**src/design/spe_pkg.sv**
```systemverilog
package spe_pkg;

  localparam int MODEL_DIM_DEF     = 560;
  localparam int MAX_POSITIONS_DEF = 4096;
  localparam int CORDIC_STAGES_DEF = 16;

  localparam int ROW_W   = 12;
  localparam int CH_W    = 9;
  localparam int RES_W   = 16;
  localparam int INV_W   = 25;
  localparam int POS_W   = ROW_W + 1;
  localparam int ANGLE_W = POS_W + INV_W;
  localparam int PHASE_W = 32;
  localparam int XY_W    = 34;
  localparam int Z_W     = PHASE_W + 1;
  localparam int MAX_CELLS = 24;

  localparam logic [29:0] INV_2PI_Q32     = 30'd683565276;
  localparam logic [29:0] CORDIC_GAIN_Q30 = 30'd652032874;

  typedef struct packed {
    logic [ROW_W-1:0] row_index;
    logic [CH_W-1:0]  channel_index;
  } spe_item_t;

  typedef struct packed {
    logic signed [RES_W-1:0] sin_value;
    logic signed [RES_W-1:0] cos_value;
  } spe_result_t;

  typedef struct packed {
    logic                   valid;
    logic                   zero;
    logic [1:0]             quad;
    logic signed [XY_W-1:0] x;
    logic signed [XY_W-1:0] y;
    logic signed [Z_W-1:0]  z;
  } spe_cell_t;

endpackage

```
**src/design/spe_cordic_cell.sv**
```systemverilog
module spe_cordic_cell
  import spe_pkg::*;
#(
  parameter int SHIFT = 0
) (
  input  logic      clk,
  input  logic      rst,
  input  spe_cell_t cell_in,
  output spe_cell_t cell_out
);

  // Rotation angle atan(2^-SHIFT), full circle = 2^32.
  function automatic logic [PHASE_W-1:0] atan_turns(input int k);
    logic [PHASE_W-1:0] a;
    case (k)
      0:       a = 32'h20000000;
      1:       a = 32'h12E4051E;
      2:       a = 32'h09FB385B;
      3:       a = 32'h051111D4;
      4:       a = 32'h028B0D43;
      5:       a = 32'h0145D7E1;
      6:       a = 32'h00A2F61E;
      7:       a = 32'h00517C55;
      8:       a = 32'h0028BE53;
      9:       a = 32'h00145F2F;
      10:      a = 32'h000A2F98;
      11:      a = 32'h000517CC;
      12:      a = 32'h00028BE6;
      13:      a = 32'h000145F3;
      14:      a = 32'h0000A2FA;
      15:      a = 32'h0000517D;
      16:      a = 32'h000028BE;
      17:      a = 32'h0000145F;
      18:      a = 32'h00000A30;
      19:      a = 32'h00000518;
      20:      a = 32'h0000028C;
      21:      a = 32'h00000146;
      22:      a = 32'h000000A3;
      23:      a = 32'h00000051;
      default: a = '0;
    endcase
    return a;
  endfunction

  localparam logic signed [Z_W-1:0] ANGLE = Z_W'(atan_turns(SHIFT));

  logic signed [XY_W-1:0] xs;
  logic signed [XY_W-1:0] ys;
  logic signed [XY_W-1:0] dx;
  logic signed [XY_W-1:0] dy;
  spe_cell_t              stage_next;

  always_comb begin
    xs = cell_in.x;
    ys = cell_in.y;
    dx = xs >>> SHIFT;
    dy = ys >>> SHIFT;
    stage_next = cell_in;
    if (!cell_in.z[Z_W-1]) begin
      stage_next.x = xs - dy;
      stage_next.y = ys + dx;
      stage_next.z = cell_in.z - ANGLE;
    end else begin
      stage_next.x = xs + dy;
      stage_next.y = ys - dx;
      stage_next.z = cell_in.z + ANGLE;
    end
  end

  always_ff @(posedge clk) begin
    cell_out.zero <= stage_next.zero;
    cell_out.quad <= stage_next.quad;
    cell_out.x    <= stage_next.x;
    cell_out.y    <= stage_next.y;
    cell_out.z    <= stage_next.z;
    if (rst) begin
      cell_out.valid <= 1'b0;
    end else begin
      cell_out.valid <= stage_next.valid;
    end
  end

endmodule
```
**config.mk**
```make
export PLATFORM = sky130hd
export DESIGN_NAME = spe_cordic_cell
export DESIGN_NICKNAME = d
export VERILOG_FILES = /design/src/design/spe_pkg.sv /design/src/design/spe_cordic_cell.sv
export SDC_FILE = /design/constraint.sdc
export NUM_CORES = 1
export LEC_CHECK = 0
export BUFFER_PORTS_ARGS = -buffer_cell sky130_fd_sc_hd__buf_2
export CORE_ASPECT_RATIO = 0.9
export CORE_UTILIZATION = 45
export DETAILED_ROUTE_END_ITERATION = 10
export PLACE_DENSITY = 0.75
export SYNTH_ARGS = -nofsm -noshare
export SYNTH_HDL_FRONTEND = slang
export SYNTH_SLANG_ARGS = --single-unit
```
**constraint.sdc**
```tcl
create_clock -name clk -period 3.2 [get_ports clk]
set_clock_uncertainty 0.15 [all_clocks]
set_input_delay 0.16 -clock clk [delete_from_list [all_inputs] [get_ports clk]]
set_output_delay 0.16 -clock clk [all_outputs]
set_load 0.01 [all_outputs]
```
==> results.md <==
- Max reg flops: 104
- Pwr Total: 4.61 mW
- Root Buffer Master: clkbuf_16
- Maximum clock insertion buffer count: 2
- Peak VDD IR: 0.266 mV
- CTS buffer count: 9
- Slew @ Worst Pin: 0.678 ns
- Final period utilization: 0.952
- Core box area: 17,200 sq um
- WS Path Type: primary input to flop
- Share of layout cells above drive strength 1: 0.254
- Critical path endpoint category: flop
- Synthesized area per cell: 8.07 sq um
- Final hold vios: 0
- Cells after Synth: 994
- Most used routing layer: met2
- Final net count: 1,482
- WL final: 26.0 mm
- Largest net degree at the start of global routing: 66
- H-tree depth: 3
- CTS sink cnt: 104
- CP Data Required Time: 3.30 ns
- Initial antenna violation count: 0
- # DRC: 0
- Global router's overall resource usage: 0.282
- Post-route ant nets: 0
- Met1 Usage GRT: 0.377
- Leak Pwr: 5.08 nW
- Max Freq: 0.328 GHz
- Clock-pin slew on the worst setup and hold paths: 0.09 ns
- Via count: 8,396
- Main synth FF type: dfxtp_1
- Placed insts: 1,455
- Biggest regs: cell_out (104)
- Sequential share of the synthesized area: 0.259
- Fillcell total: 1,566
- Share of the synthesized area in the top cell type: 0.259
- CTS tree: yes
- Area grow syn2layout: 28.4%
- Distinct cells, synth: 71
- IO Pins: 212
- Startpoint types: primary input
- Finished Layout Cells: 1,511
- Standard-cell rows: 45
- GPL Wtd Cong: 0.985
- CP max FO: 3
- Routing usage on met3: 0.0488
- Post-synth EDFFs: 0
- Final hold slack: 0.0133 ns
- Post-DP HPWL: 20.3 mm
- Global-route wire length before repair: 40.2 mm
- RSZ-0062 raised after global routing: no
- Die X: 143 microns
- Final Critical Period: 3.05 ns
- PD cells: 447 nW/um^2
- Synth area leader: dfxtp_1
- Initial drt markers: 776
- Vias per cell: 5.56
- Synth top area cells: dfxtp_1, ha_1, a21oi_1
- Pre-antenna DRT Iters: 5
- M2 GR Usage: 0.454
- Outcome: complete, no violations
- Most flop-heavy register: cell_out
- Worst slew margin: 0.548
- Initial cell density of the core: 0.467
- Number of port buffers: 211
- Hold_sp: cell_in[31]
- Asr flop ratio synth: 0
- Max-cap violations: 0
- Mapped Area: 8020 sq um
- Post-Syn Nets: 1,206
- Final Setup Violations: 0
- Slew Viols, Final: 0
- Total grt overflow: 0
- DIE HEIGHT: 129 microns
- Hold path cells: 3
- Min-delay worst type: primary input to flop
- Die ar.: 18,400 sq um
- Arrival time worst endpoint: 3.15 ns
- Number of synthesized register bits: 104
- Average wire per standard cell: 17.2 microns
- Vias in the first global route: 7,872
- Hold path endpoint: cell_out[32]
- Syn. warnings: 0
critical path: stages:
cell and delay, ns:
buf_2 0.12, dlygate4sd3_1 0.57, ha_1 0.23, fa_2 0.36, nor2b_2 0.16, o31ai_2 0.08
buf_4 0.14, a21oi_2 0.15, a21o_1 0.18, a211oi_1 0.08, buf_4 0.15, o21ai_0 0.14
buf_4 0.16, a41o_1 0.21, o21ai_1 0.09, xnor2_1 0.15
layer usage:
metal  wire length [microns]  vias up
li1                        -     4005
met1                   11400     3839
met2                   11400      504
met3                    2430       48
met4                     722        0
met5                       0        -
how the worst max path moves through the flow:
stage	from	end	slack, ns	depth (start not counted)
finish	cell_in[67]	cell_out[63]	0.15	16
global route	cell_in[67]	cell_out[61]	0.007	16
CTS	cell_in[67]	cell_out[63]	0.03	16
detailed placement	cell_in[49]	cell_out[100]	-0.03	12
global placement	cell_in[49]	cell_out[64]	-0.009	13
floorplan	cell_in[33]	cell_out[99]	0.55	11
logic make-up after synthesis:
logic type               after synthesis  synth area share
XOR/XNOR                              67            0.0731
multiplexers                           9            0.0112
AND/OR/NAND/NOR                      218             0.128
adder cells (fa/ha/maj)              105             0.167
flip-flops                           104             0.259
buffers and inverters                157            0.0844
AO/OA/AOI/OAI                        334             0.277
report_power, final:
part / internal, mW / switching (mW)
clock network: 0.568 / 0.596
logic: 0.786 / 1.06
registers: 1.53 / 0.0759
final cells by class:
cell class              count  area, sq um  share of cell area
multi-input cells         733         5290               0.513
flip-flops and latches    104         2080               0.202
repair buffers            312         1910               0.185
inverters                 110          413              0.0401
well taps                 235          294              0.0285
clock buffers               9          225              0.0219
clock inverters             7         91.3             0.00887
diodes                      1         2.50            0.000243
cells in the mapped netlist, types with 5 or more instances:
cell type,instances
nor4_1,5
clkbuf_1,15
nor2b_1,10
o21ai_0,64
o21a_1,9
buf_1,8
o211ai_1,16
or2_2,7
ha_1,101
nand3_1,13
a21o_1,30
a21oi_1,110
buf_2,13
nand4_1,11
nor3_1,17
and3_1,6
xor2_1,7
o21bai_1,11
nor2_1,86
a31oi_1,6
mux2i_1,9
inv_1,108
xnor2_1,60
a211oi_1,13
nand2b_1,15
buf_4,5
nand2_1,39
o31ai_1,9
dfxtp_1,104
per-stage QoR:
stage	util	setup slack [ns]	TNS [ns]	area, sq um
final	0.600	0.152	0	10300
after global routing	0.600	0.00745	0	10300
after CTS	0.598	0.0306	0	10300
after detailed placement	0.558	-0.0322	-0.0388	9580
after global placement	0.558	-0.00855	-0.00855	9580
after floorplan	-	0.548	0	8020
timing repair:
item	4_1_cts	5_1_grt
hold buffers	37	0
endpoints found under the hold margin	37	0
setup endpoints to repair	0	8
buffers inserted	0	2
gates resized for setup	0	7
cells in the final DEF (no fill, tap or decap), types with 11 or more instances in the layout:
cell / instances
buf_2: 211
a21oi_1: 109
o21ai_0: 63
nor3_1: 17
ha_1: 101
inv_1: 108
buf_4: 64
xnor2_1: 60
nor2_1: 86
nand2b_1: 15
nand3_1: 13
dlygate4sd3_1: 37
a21o_1: 30
nand4_1: 11
a211oi_1: 13
o211ai_1: 16
o21bai_1: 11
dfxtp_1: 104
nand2_1: 39
(Power assumes the default switching activity.)
